<file path="config.mk">
export PLATFORM = sky130hd
export DESIGN_NAME = fat_directory_entry_scanner_core
export DESIGN_NICKNAME = d
export VERILOG_FILES = /design/src/hdl/fdes_pkg.sv /design/src/hdl/fdes_eval.sv /design/src/hdl/fat_directory_entry_scanner_core.sv
export SDC_FILE = /design/constraint.sdc
export NUM_CORES = 1
export LEC_CHECK = 0
export BUFFER_PORTS_ARGS = -buffer_cell sky130_fd_sc_hd__buf_4
export CAP_MARGIN = 20
export CORE_MARGIN = 8
export CORE_UTILIZATION = 31
export CTS_CLUSTER_DIAMETER = 30
export CTS_CLUSTER_SIZE = 20
export DETAILED_ROUTE_END_ITERATION = 8
export GPL_TIMING_DRIVEN = 1
export PLACE_DENSITY_LB_ADDON = 0.15
export SYNTH_ARGS = -nofsm -noshare
export SYNTH_HDL_FRONTEND = slang
export SYNTH_SLANG_ARGS = --single-unit
</file>
<file path="constraint.sdc">
create_clock -name clock -period 23.2 [get_ports clock]
set_input_delay 2.32 -clock clock [delete_from_list [all_inputs] [get_ports clock]]
set_output_delay 2.32 -clock clock [all_outputs]
set_load 0.02 [all_outputs]
</file>
<file path="src/hdl/fdes_pkg.sv">
// ----------------------------------------------------------------------------
// fdes_pkg
// Shared types and constants for the FAT directory entry scanner.
// ----------------------------------------------------------------------------
package fdes_pkg;

   // Result status codes
   typedef enum logic [2:0] {
      STATUS_SKIPPED  = 3'd0,
      STATUS_COUNTED  = 3'd1,
      STATUS_MATCH    = 3'd2,
      STATUS_END      = 3'd3,
      STATUS_DONE     = 3'd4
   } status_type;

   // Search modes
   typedef enum logic [1:0] {
      MODE_LIST   = 2'd0,
      MODE_INDEX  = 2'd1,
      MODE_FILE   = 2'd2,
      MODE_FOLDER = 2'd3
   } mode_type;

   // Configuration register indexes
   localparam int unsigned CSR_INDEX_WIDTH = 3;
   localparam logic [CSR_INDEX_WIDTH-1:0] CSR_SEARCH_MODE   = 3'd0;
   localparam logic [CSR_INDEX_WIDTH-1:0] CSR_TARGET_NAME   = 3'd1;
   localparam logic [CSR_INDEX_WIDTH-1:0] CSR_TARGET_EXT    = 3'd2;
   localparam logic [CSR_INDEX_WIDTH-1:0] CSR_PREFIX_LENGTH = 3'd3;
   localparam logic [CSR_INDEX_WIDTH-1:0] CSR_TARGET_INDEX  = 3'd4;
   localparam int unsigned CSR_DATA_WIDTH = 64;

   // Field widths
   localparam int unsigned NAME_WIDTH    = 64;
   localparam int unsigned NAME_BYTES    = 8;
   localparam int unsigned EXT_WIDTH     = 24;
   localparam int unsigned ATTR_WIDTH    = 8;
   localparam int unsigned CLUSTER_WIDTH = 16;
   localparam int unsigned SIZE_WIDTH    = 32;
   localparam int unsigned COUNT_WIDTH   = 16;
   localparam int unsigned PREFIX_WIDTH  = 4;

   // Directory entry markers and attribute bits
   localparam logic [7:0] MARK_END       = 8'h00;
   localparam logic [7:0] MARK_DELETED   = 8'hE5;
   localparam logic [7:0] ATTR_KIND_MASK = 8'h0F;
   localparam int unsigned ATTR_DIR_BIT  = 4;

   // Register reset values
   localparam logic [PREFIX_WIDTH-1:0] PREFIX_LENGTH_RESET = 4'd8;
   localparam logic [COUNT_WIDTH-1:0]  TARGET_INDEX_RESET  = 16'd1;

   // Scan state after one entry
   typedef struct packed {
      status_type             status;
      logic [COUNT_WIDTH-1:0] count;
      logic [SIZE_WIDTH-1:0]  total;
      logic                   done;
   } eval_result_type;

endpackage

</file>
<file path="src/hdl/fdes_eval.sv">
// ----------------------------------------------------------------------------
// fdes_eval
// Classify one directory entry against the scan state and search settings.
// ----------------------------------------------------------------------------
module fdes_eval (
   input  logic                                 scan_start,
   input  logic [fdes_pkg::NAME_WIDTH-1:0]      entry_name,
   input  logic [fdes_pkg::EXT_WIDTH-1:0]       entry_ext,
   input  logic [fdes_pkg::ATTR_WIDTH-1:0]      entry_attrib,
   input  logic [fdes_pkg::SIZE_WIDTH-1:0]      entry_size,
   input  logic [fdes_pkg::COUNT_WIDTH-1:0]     count,
   input  logic [fdes_pkg::SIZE_WIDTH-1:0]      total,
   input  logic                                 done,
   input  fdes_pkg::mode_type                   search_mode,
   input  logic [fdes_pkg::NAME_WIDTH-1:0]      target_name,
   input  logic [fdes_pkg::EXT_WIDTH-1:0]       target_ext,
   input  logic [fdes_pkg::PREFIX_WIDTH-1:0]    prefix_length,
   input  logic [fdes_pkg::COUNT_WIDTH-1:0]     target_index,
   output fdes_pkg::eval_result_type            result
);

   logic [fdes_pkg::COUNT_WIDTH-1:0] base_count;
   logic [fdes_pkg::SIZE_WIDTH-1:0]  base_total;
   logic                             base_done;
   logic [fdes_pkg::COUNT_WIDTH-1:0] next_count;
   logic [7:0]                       lead;
   logic [fdes_pkg::NAME_BYTES-1:0]  byte_hit;
   logic                             prefix_hit;
   logic                             is_dir;
   logic                             hit;

   assign base_count = scan_start ? '0 : count;
   assign base_total = scan_start ? '0 : total;
   assign base_done  = scan_start ? 1'b0 : done;
   assign next_count = base_count + fdes_pkg::COUNT_WIDTH'(1);
   assign lead       = entry_name[fdes_pkg::NAME_WIDTH-1 -: 8];
   assign is_dir     = entry_attrib[fdes_pkg::ATTR_DIR_BIT];

   // Byte i (0 = first name byte) takes part when i < prefix length
   always_comb begin
      for (int i = 0; i < fdes_pkg::NAME_BYTES; i++) begin
         byte_hit[i] = (entry_name[fdes_pkg::NAME_WIDTH-1-8*i -: 8] ==
                        target_name[fdes_pkg::NAME_WIDTH-1-8*i -: 8]) ||
                       (prefix_length <= fdes_pkg::PREFIX_WIDTH'(i));
      end
   end
   assign prefix_hit = &byte_hit;

   always_comb begin
      case (search_mode)
         fdes_pkg::MODE_INDEX:  hit = (next_count == target_index);
         fdes_pkg::MODE_FILE:   hit = (entry_name == target_name) &&
                                      (entry_ext == target_ext);
         fdes_pkg::MODE_FOLDER: hit = is_dir && prefix_hit;
         default:               hit = 1'b0;
      endcase
   end

   always_comb begin
      result.count = base_count;
      result.total = base_total;
      result.done  = base_done;
      if (base_done) begin
         result.status = fdes_pkg::STATUS_DONE;
      end else if (lead == fdes_pkg::MARK_END) begin
         result.status = fdes_pkg::STATUS_END;
         result.done   = 1'b1;
      end else if ((lead == fdes_pkg::MARK_DELETED) ||
                   ((entry_attrib & fdes_pkg::ATTR_KIND_MASK) != '0)) begin
         result.status = fdes_pkg::STATUS_SKIPPED;
      end else begin
         result.count  = next_count;
         result.total  = base_total + entry_size;
         result.done   = hit;
         result.status = hit ? fdes_pkg::STATUS_MATCH : fdes_pkg::STATUS_COUNTED;
      end
   end

endmodule

</file>
<file path="src/hdl/fat_directory_entry_scanner_core.sv">
// ----------------------------------------------------------------------------
// fat_directory_entry_scanner_core
// FAT directory entry scanner: list, find by index, by name, by prefix.
// ----------------------------------------------------------------------------
// Usage:
//   Feed one decoded 32-byte directory entry per request on the req_ channel
//   (req_valid / req_stall). Each request yields exactly one result on the
//   rsp_ channel (rsp_valid / rsp_stall) carrying the status, running count,
//   running size total and the entry's own cluster, size and directory bit.
//   Set req_scan_start on the first entry of a directory to clear the count,
//   the total and the done flag before that entry is examined.
//   The csr_ port writes search settings; write it only while the block is
//   empty (no request in flight).
// Timing:
//   A request accepted into the input register is evaluated against the scan
//   state when it advances, and its result is loaded into the output register
//   as rsp_valid rises. Throughput is one request per cycle while rsp_stall is
//   low; the only loop is the count/total/done update, one adder wide.
// Reset:
//   Synchronous reset empties both registers, zeroes the scan state and sets
//   the settings to list mode, prefix length 8, target index 1.
// Stall:
//   While rsp_stall holds a result, the input register still takes a request
//   if empty; req_stall rises only when both stages are occupied and stuck.
// ----------------------------------------------------------------------------
module fat_directory_entry_scanner_core (
   input  logic                                    clock,
   input  logic                                    reset,
   // request channel
   input  logic                                    req_valid,
   output logic                                    req_stall,
   input  logic                                    req_scan_start,
   input  logic [fdes_pkg::NAME_WIDTH-1:0]         req_entry_name,
   input  logic [fdes_pkg::EXT_WIDTH-1:0]          req_entry_ext,
   input  logic [fdes_pkg::ATTR_WIDTH-1:0]         req_entry_attrib,
   input  logic [fdes_pkg::CLUSTER_WIDTH-1:0]      req_cluster_high,
   input  logic [fdes_pkg::CLUSTER_WIDTH-1:0]      req_cluster_low,
   input  logic [fdes_pkg::SIZE_WIDTH-1:0]         req_entry_size,
   // result channel
   output logic                                    rsp_valid,
   input  logic                                    rsp_stall,
   output logic [2:0]                              rsp_status,
   output logic [fdes_pkg::COUNT_WIDTH-1:0]        rsp_entry_number,
   output logic [2*fdes_pkg::CLUSTER_WIDTH-1:0]    rsp_first_cluster,
   output logic [fdes_pkg::SIZE_WIDTH-1:0]         rsp_file_size,
   output logic [fdes_pkg::SIZE_WIDTH-1:0]         rsp_total_size,
   output logic                                    rsp_is_directory,
   // configuration port
   input  logic                                    csr_write_en,
   input  logic [fdes_pkg::CSR_INDEX_WIDTH-1:0]    csr_index,
   input  logic [fdes_pkg::CSR_DATA_WIDTH-1:0]     csr_data
);

   // Settings
   fdes_pkg::mode_type                  mode_ff;
   logic [fdes_pkg::NAME_WIDTH-1:0]     target_name_ff;
   logic [fdes_pkg::EXT_WIDTH-1:0]      target_ext_ff;
   logic [fdes_pkg::PREFIX_WIDTH-1:0]   prefix_length_ff;
   logic [fdes_pkg::COUNT_WIDTH-1:0]    target_index_ff;

   // Input register
   logic                                stage_valid_ff, stage_valid_in;
   logic                                stage_start_ff;
   logic [fdes_pkg::NAME_WIDTH-1:0]     stage_name_ff;
   logic [fdes_pkg::EXT_WIDTH-1:0]      stage_ext_ff;
   logic [fdes_pkg::ATTR_WIDTH-1:0]     stage_attrib_ff;
   logic [fdes_pkg::CLUSTER_WIDTH-1:0]  stage_chi_ff;
   logic [fdes_pkg::CLUSTER_WIDTH-1:0]  stage_clo_ff;
   logic [fdes_pkg::SIZE_WIDTH-1:0]     stage_size_ff;

   // Scan state
   logic [fdes_pkg::COUNT_WIDTH-1:0]    count_ff;
   logic [fdes_pkg::SIZE_WIDTH-1:0]     total_ff;
   logic                                done_ff;

   // Output register
   logic                                rsp_valid_ff, rsp_valid_in;
   fdes_pkg::status_type                rsp_status_ff;
   logic [fdes_pkg::COUNT_WIDTH-1:0]    rsp_count_ff;
   logic [2*fdes_pkg::CLUSTER_WIDTH-1:0] rsp_cluster_ff;
   logic [fdes_pkg::SIZE_WIDTH-1:0]     rsp_size_ff;
   logic [fdes_pkg::SIZE_WIDTH-1:0]     rsp_total_ff;
   logic                                rsp_dir_ff;

   fdes_pkg::eval_result_type           eval;
   logic                                req_accept;
   logic                                stage_adv;

   // Advance the input register whenever the output register is free or drains
   assign stage_adv  = stage_valid_ff && (!rsp_valid_ff || !rsp_stall);
   assign req_stall  = stage_valid_ff && !stage_adv;
   assign req_accept = req_valid && !req_stall;

   always_comb begin
      stage_valid_in = stage_valid_ff;
      if (req_accept) begin
         stage_valid_in = 1'b1;
      end else if (stage_adv) begin
         stage_valid_in = 1'b0;
      end
      rsp_valid_in = rsp_valid_ff;
      if (stage_adv) begin
         rsp_valid_in = 1'b1;
      end else if (!rsp_stall) begin
         rsp_valid_in = 1'b0;
      end
   end

   fdes_eval u_eval (
      .scan_start    (stage_start_ff),
      .entry_name    (stage_name_ff),
      .entry_ext     (stage_ext_ff),
      .entry_attrib  (stage_attrib_ff),
      .entry_size    (stage_size_ff),
      .count         (count_ff),
      .total         (total_ff),
      .done          (done_ff),
      .search_mode   (mode_ff),
      .target_name   (target_name_ff),
      .target_ext    (target_ext_ff),
      .prefix_length (prefix_length_ff),
      .target_index  (target_index_ff),
      .result        (eval)
   );

   // Settings: ignore writes to indexes past the last register
   always_ff @(posedge clock) begin
      if (reset) begin
         mode_ff          <= fdes_pkg::MODE_LIST;
         target_name_ff   <= '0;
         target_ext_ff    <= '0;
         prefix_length_ff <= fdes_pkg::PREFIX_LENGTH_RESET;
         target_index_ff  <= fdes_pkg::TARGET_INDEX_RESET;
      end else if (csr_write_en) begin
         case (csr_index)
            fdes_pkg::CSR_SEARCH_MODE:
               mode_ff <= fdes_pkg::mode_type'(csr_data[1:0]);
            fdes_pkg::CSR_TARGET_NAME:
               target_name_ff <= csr_data;
            fdes_pkg::CSR_TARGET_EXT:
               target_ext_ff <= csr_data[fdes_pkg::EXT_WIDTH-1:0];
            fdes_pkg::CSR_PREFIX_LENGTH:
               prefix_length_ff <= csr_data[fdes_pkg::PREFIX_WIDTH-1:0];
            fdes_pkg::CSR_TARGET_INDEX:
               target_index_ff <= csr_data[fdes_pkg::COUNT_WIDTH-1:0];
            default: ;
         endcase
      end
   end

   // Control and scan state
   always_ff @(posedge clock) begin
      if (reset) begin
         stage_valid_ff <= 1'b0;
         rsp_valid_ff   <= 1'b0;
         count_ff       <= '0;
         total_ff       <= '0;
         done_ff        <= 1'b0;
      end else begin
         stage_valid_ff <= stage_valid_in;
         rsp_valid_ff   <= rsp_valid_in;
         if (stage_adv) begin
            count_ff <= eval.count;
            total_ff <= eval.total;
            done_ff  <= eval.done;
         end
      end
   end

   // Capture the request payload
   always_ff @(posedge clock) begin
      if (req_accept) begin
         stage_start_ff  <= req_scan_start;
         stage_name_ff   <= req_entry_name;
         stage_ext_ff    <= req_entry_ext;
         stage_attrib_ff <= req_entry_attrib;
         stage_chi_ff    <= req_cluster_high;
         stage_clo_ff    <= req_cluster_low;
         stage_size_ff   <= req_entry_size;
      end
   end

   // Load the result; hold it while the receiver stalls
   always_ff @(posedge clock) begin
      if (stage_adv) begin
         rsp_status_ff  <= eval.status;
         rsp_count_ff   <= eval.count;
         rsp_cluster_ff <= {stage_chi_ff, stage_clo_ff};
         rsp_size_ff    <= stage_size_ff;
         rsp_total_ff   <= eval.total;
         rsp_dir_ff     <= stage_attrib_ff[fdes_pkg::ATTR_DIR_BIT];
      end
   end

   assign rsp_valid         = rsp_valid_ff;
   assign rsp_status        = rsp_status_ff;
   assign rsp_entry_number  = rsp_count_ff;
   assign rsp_first_cluster = rsp_cluster_ff;
   assign rsp_file_size     = rsp_size_ff;
   assign rsp_total_size    = rsp_total_ff;
   assign rsp_is_directory  = rsp_dir_ff;

endmodule

</file>
---- After elaboration in Yosys (flattened, before gate mapping) ----
Cells that the tools add are included.
storage, ports and cells
  flip-flop bits (word level) ............. 435
  input port bits ......................... 233
  output and inout port bits .............. 118
  word-level logic and storage cells ...... 97
cells by class
  $add $sub $neg .......................... 2
  magnitude comparators ................... 8
  equality and inequality tests ........... 20
  mux-type cells .......................... 15
  reductions and logical operators ........ 29
operators by type and width
  operator               number
  $mux 49                2
  $eq 64x64->1           1
  $eq 8x8->1             8
  $mux 48                1
  $add 32x32->32         1
  $mux 32                1
  $eq 24x24->1           1
  $add 16x1->16 const B  1
  $eq 16x16->1           1
  $le 4x3->1 const B     4
  $mux 16                1
  $logic_or 1x1->1       10
  $reduce_and 2->1       5
  $eq 8x8->1 const B     1
  $le 4x1->1 const B     2
  $le 4x2->1 const B     2
  $logic_not 8->1        1
  $reduce_and 8->1       1
  $reduce_bool 8->1      1
  $eq 3x2->1 const B     2
  $mux 1                 6
  $mux 3                 2
  $logic_and 1x1->1      5
  $eq 2x2->1 const B     2
  other kinds (9)        12

---- Logic depth before layout (Yosys ltp) ----
  depth after elaboration ................. 8
  depth in mapped cells ................... 15
  mapped depth without buffers ............ 11

---- Modules after synthesis ----
From an unflattened synthesis, not the netlist that was laid out.
second synthesis, totals
  cell total of the unflattened synthesis .. 1,589
  area, all modules ....................... 19,827.8 um^2
modules (own cells, without submodules)
  module                            instances  cells an instance  area each (um^2)  sequential area each (um^2)
  fat_directory_entry_scanner_core  1          933                15,277.2          11,541.1
  fdes_eval                         1          656                4,550.6           0.0

---- Least setup slack after synthesis ----
Ideal clock, no wire load.
  path type ............................... input to register
  from .................................... input port rsp_stall
  to ...................................... register stage_attrib_ff[0] (netlist bit) (enable)
  library setup time ...................... 693 ps
  data arrival time ....................... 9,520 ps
  required time ........................... 22,507 ps
  path slack .............................. 12,987 ps
  stages on the path ...................... 2
  path buffers ............................ 0
  cells stage by stage .................... and3_1 nor2b_1
on the way
  word-level cells in the longest chain between the ends .. 7
ends and longest elaborated chain
  item                  line                                     text
  start, declared       fat_directory_entry_scanner_core.sv:41   input logic rsp_stall,
  $logic_not 1->1       -
  $logic_or 1x1->1      fat_directory_entry_scanner_core.sv:90   assign stage_adv = stage_valid_ff && (!rsp_valid_ff || !rsp_stall);
  $logic_and 1x1->1     fat_directory_entry_scanner_core.sv:90
  $logic_not 1->1       fat_directory_entry_scanner_core.sv:91   assign req_stall = stage_valid_ff && !stage_adv;
  $logic_and 1x1->1     fat_directory_entry_scanner_core.sv:91
  $logic_not 1->1       fat_directory_entry_scanner_core.sv:92   assign req_accept = req_valid && !req_stall;
  $logic_and 1x1->1     fat_directory_entry_scanner_core.sv:92
  net req_accept        fat_directory_entry_scanner_core.sv:86   logic req_accept;
  end signal, assigned  fat_directory_entry_scanner_core.sv:176  stage_attrib_ff <= req_entry_attrib;
  end, declared         fat_directory_entry_scanner_core.sv:66   logic [fdes_pkg::ATTR_WIDTH-1:0] stage_attrib_ff;
The timed path passes the listed nets, and every way through them passes these cells.
A chain may end at the register's enable or synchronous reset.

---- Worst setup path after layout ----
  from .................................... input port rsp_stall
  to ...................................... output port req_stall
on the way
  word-level cells in the longest chain between the ends .. 5
ends and longest elaborated chain
  item               line                                    text
  $logic_not 1->1    -
  $logic_or 1x1->1   fat_directory_entry_scanner_core.sv:90
  $logic_and 1x1->1  fat_directory_entry_scanner_core.sv:90
  $logic_not 1->1    fat_directory_entry_scanner_core.sv:91
  $logic_and 1x1->1  fat_directory_entry_scanner_core.sv:91
  end, declared      fat_directory_entry_scanner_core.sv:31  output logic req_stall,
Every way passes these cells.

==> impl_metrics.csv <==
group,metric,value,unit
run_status,outcome,"finished clean",
route,wl_per_cell,18.3,um
sta,max_freq,0.194,GHz
sta,final_hold_viol_count,0,
logic_synthesis,yosysMostFrequentCell,"nand2_1",
placement,place_hpwl,37.4,mm
logic_synthesis,synth_nets,1949,
final_layout,layout-drive-gt1-share,0.258,
route,finalWirelength,53.4,mm
route,dr.pass1.iters,5,
worst_hold_path,hold_path.class,"flip-flop to flip-flop",
logic_synthesis,synth_top_area_share,0.446,
critical_path,required,20.88,ns
clock_tree,clockBufferDepth,3,
run,max_cap_violations,0,
placement,port_buffers,347,
critical_path,endpoint_kind,"primary output",
clock_tree,clk_latency,0.63,ns
global_routing,grt_pass1_vias,14200,
logic_synthesis,synth_cell_types,71,
sta,fin_crit_sh,0.222,
global_routing,grt_overflow,0,
sta,final_max_slew_viol_count,0,
logic_synthesis,ys_seq_area_frac,0.620,
logic_synthesis,synth_edf_count,274,
logic_synthesis,syn_avg_cell_area,11.0,sq um
critical_path,crit_arrival,2.84,ns
logic_synthesis,yosysWarnings,0,
global_routing,grt_max_degree,104,
critical_path,regToRegSetupSlack,19.23,ns
final_layout,num-nets-final,2324,
sta,tns,0,ns
floorplan,start_util,0.313,
power,pwr_density_cell,97.6,mW/mm^2
logic_synthesis,ys_ff_latch,435,
route,drc_errors,0,
clock_tree,cts.sinks,435,
sta,finalWorstPathRequiredPeriod,5.16,ns
clock_tree,h-tree-depth,3,
floorplan,die_w,260,um
logic_synthesis,ys.flop_type,"edfxtp_1",
floorplan,die_h,260,um
route,drtAntennaViolNets,0,
logic_synthesis,yosys.area.top_type,"edfxtp_1",
critical_path,cp_slowest_stage_delay,0.23,ns
placement,gp_congestion,0.836,
floorplan,coreArea,0.0589,sq mm
placement,dp_cells,2728,
final_layout,areaGrowthSynthToFinish,37.8,%
critical_path,worst-setup-path-type,"input pin to primary output",
final_layout,fin_cells,2924,
critical_path,path_cells,"buf_4 > and3_1 > buf_4",
logic_synthesis,synth_area_leaders,"edfxtp_1, dfxtp_1, nand2_1",
critical_path,critPathMaxFanout,3,
floorplan,pin_count,351,
critical_path,cpMostUsedCell,"buf_4",
clock_tree,cts.repair.resized,0,
sta,worst_pin_slew,1.07,ns
clock_tree,cts-root-buf,"clkbuf_16",
route,first_iter_violations,730,
floorplan,rows,89,
critical_path,critical-path-slowest-cell,"and3_1",
route,post_drt_via_cell_ratio,4.73,
route,vias,13800,
final_layout,post-route-util,0.432,
logic_synthesis,synth-async-reset-ratio,0,
clock_tree,cts_made_buffers,102,
sta,finClkSkew,0.0148,ns
power,p_leak,0.00980,uW
clock_tree,postCtsSetupRepairBufs,0,
critical_path,start_kind,"input pin",
logic_synthesis,syn_area,0.0185,sq mm
sta,relSlewSlack,0.278,
logic_synthesis,postSynthCellCount,1684,
floorplan,die_area,0.0676,sq mm
clock_tree,hold_buffers,0,
power,peakVddDrop,0.0658,mV
logic_synthesis,synthTopCellsByCount,"nand2_1, edfxtp_1, a21oi_1",
global_routing,grt_pass1_wl,81.3,mm
sta,grt_setup_unrepaired,"no",
clock_tree,cts_tree,"done",
clock_tree,clk_pin_slew,0.04,ns
global_routing,antenna_found_initial,5,
global_routing,track_usage,0.153,
power,power.total,2480,uW
sta,finalSetupViolations,0,
-- layer usage --
| metal | GRT usage | wire length, um |
|---|---|---|
| met1 | 0.183 | 22000 |
| met2 | 0.251 | 25600 |
| met3 | 0.0551 | 4430 |
| met4 | 0.0584 | 1320 |
| met5 | 0 | 54 |
-- final timing paths --
kind / start / endpoint / cells past startpoint
max: rsp_stall / req_stall / 3
min: stage_clo_ff[0] / rsp_first_cluster[0] / 0
max reg2reg: stage_start_ff / rsp_total_size[25] / 12
min reg2reg: stage_clo_ff[0] / rsp_first_cluster[0] / 0
-- worst max-delay path: cells and delay by family --
family                 cells  cell delay [ns]
buffers and inverters      2             0.30
AND/OR/NAND/NOR            1             0.23
-- sequential cells by signal, summed over array words and instances, names as in the netlist, 2 cells and up --
signal / flops
stage_name_ff: 64
target_name_ff: 64
total_ff: 32
stage_attrib_ff: 5
prefix_length_ff: 4
stage_size_ff: 32
rsp_file_size: 32
rsp_status: 3
rsp_first_cluster: 32
count_ff: 16
stage_clo_ff: 16
rsp_total_size: 32
target_ext_ff: 24
mode_ff: 2
rsp_entry_number: 16
stage_ext_ff: 24
stage_chi_ff: 16
target_index_ff: 16
-- stage by stage --
stage / setup slack (ns) / hold slack, ns / area, sq um
finish: 18.04 / 0.414 / 25400
detailed placement: 18.04 / 0.405 / 21800
global route: 18.02 / 0.418 / 25400
global placement: 18.05 / 0.400 / 21800
CTS: 18.04 / 0.415 / 25400
floorplan: 12.99 / 0.400 / 18500
-- logic make-up after synthesis --
logic type | after synthesis | share of synthesized area
AO/OA/AOI/OAI | 320 | 0.104
flip-flops | 435 | 0.620
multiplexers | 12 | 0.00671
XOR/XNOR | 145 | 0.0688
adder cells (fa/ha/maj) | 32 | 0.0221
buffers and inverters | 101 | 0.0216
AND/OR/NAND/NOR | 639 | 0.157
-- cells in the final DEF (no fill, tap or decap), drive strengths merged, types with 4 or more instances in the layout --
cell type	count
nand2b	10
dfxtp	161
a211oi	7
bufinv	14
clkinv	30
a21o	18
or2	4
o21a	7
nand4b	5
a311oi	6
xor2	84
clkbuf	126
and3	7
inv	22
ha	31
xnor2	61
and2	5
mux2i	9
nor3	26
a21oi	166
or4	4
nor2	67
o21ai	57
edfxtp	274
or3	5
nand2	365
a41oi	4
o211a	4
or3b	4
nand4	24
nor4	23
nand3	36
clkinvlp	13
a31oi	14
buf	361
nor2b	44
a21boi	6
-- report_power, final --
part / total, uW / switching [uW] / leakage, uW / internal (uW)
logic: 142 / 81.3 / 0.00415 / 61.2
registers: 877 / 15.2 / 0.00393 / 862
clock network: 1460 / 464 / 0.00172 / 998
total: 2480 / 561 / 0.00980 / 1920
-- cell type report --
type	instances	area, sq um
Sequential cell	435	11500
Clock buffer	126	2730
Multi-Input combinational cell	1148	6650
Antenna cell	2	5.00
Tap cell	773	967
Clock inverter	68	872
Fill cell	5572	33500
Inverter	11	46.3
Timing Repair Buffer	361	2710
Note: power is estimated with default switching activity, not from simulation.
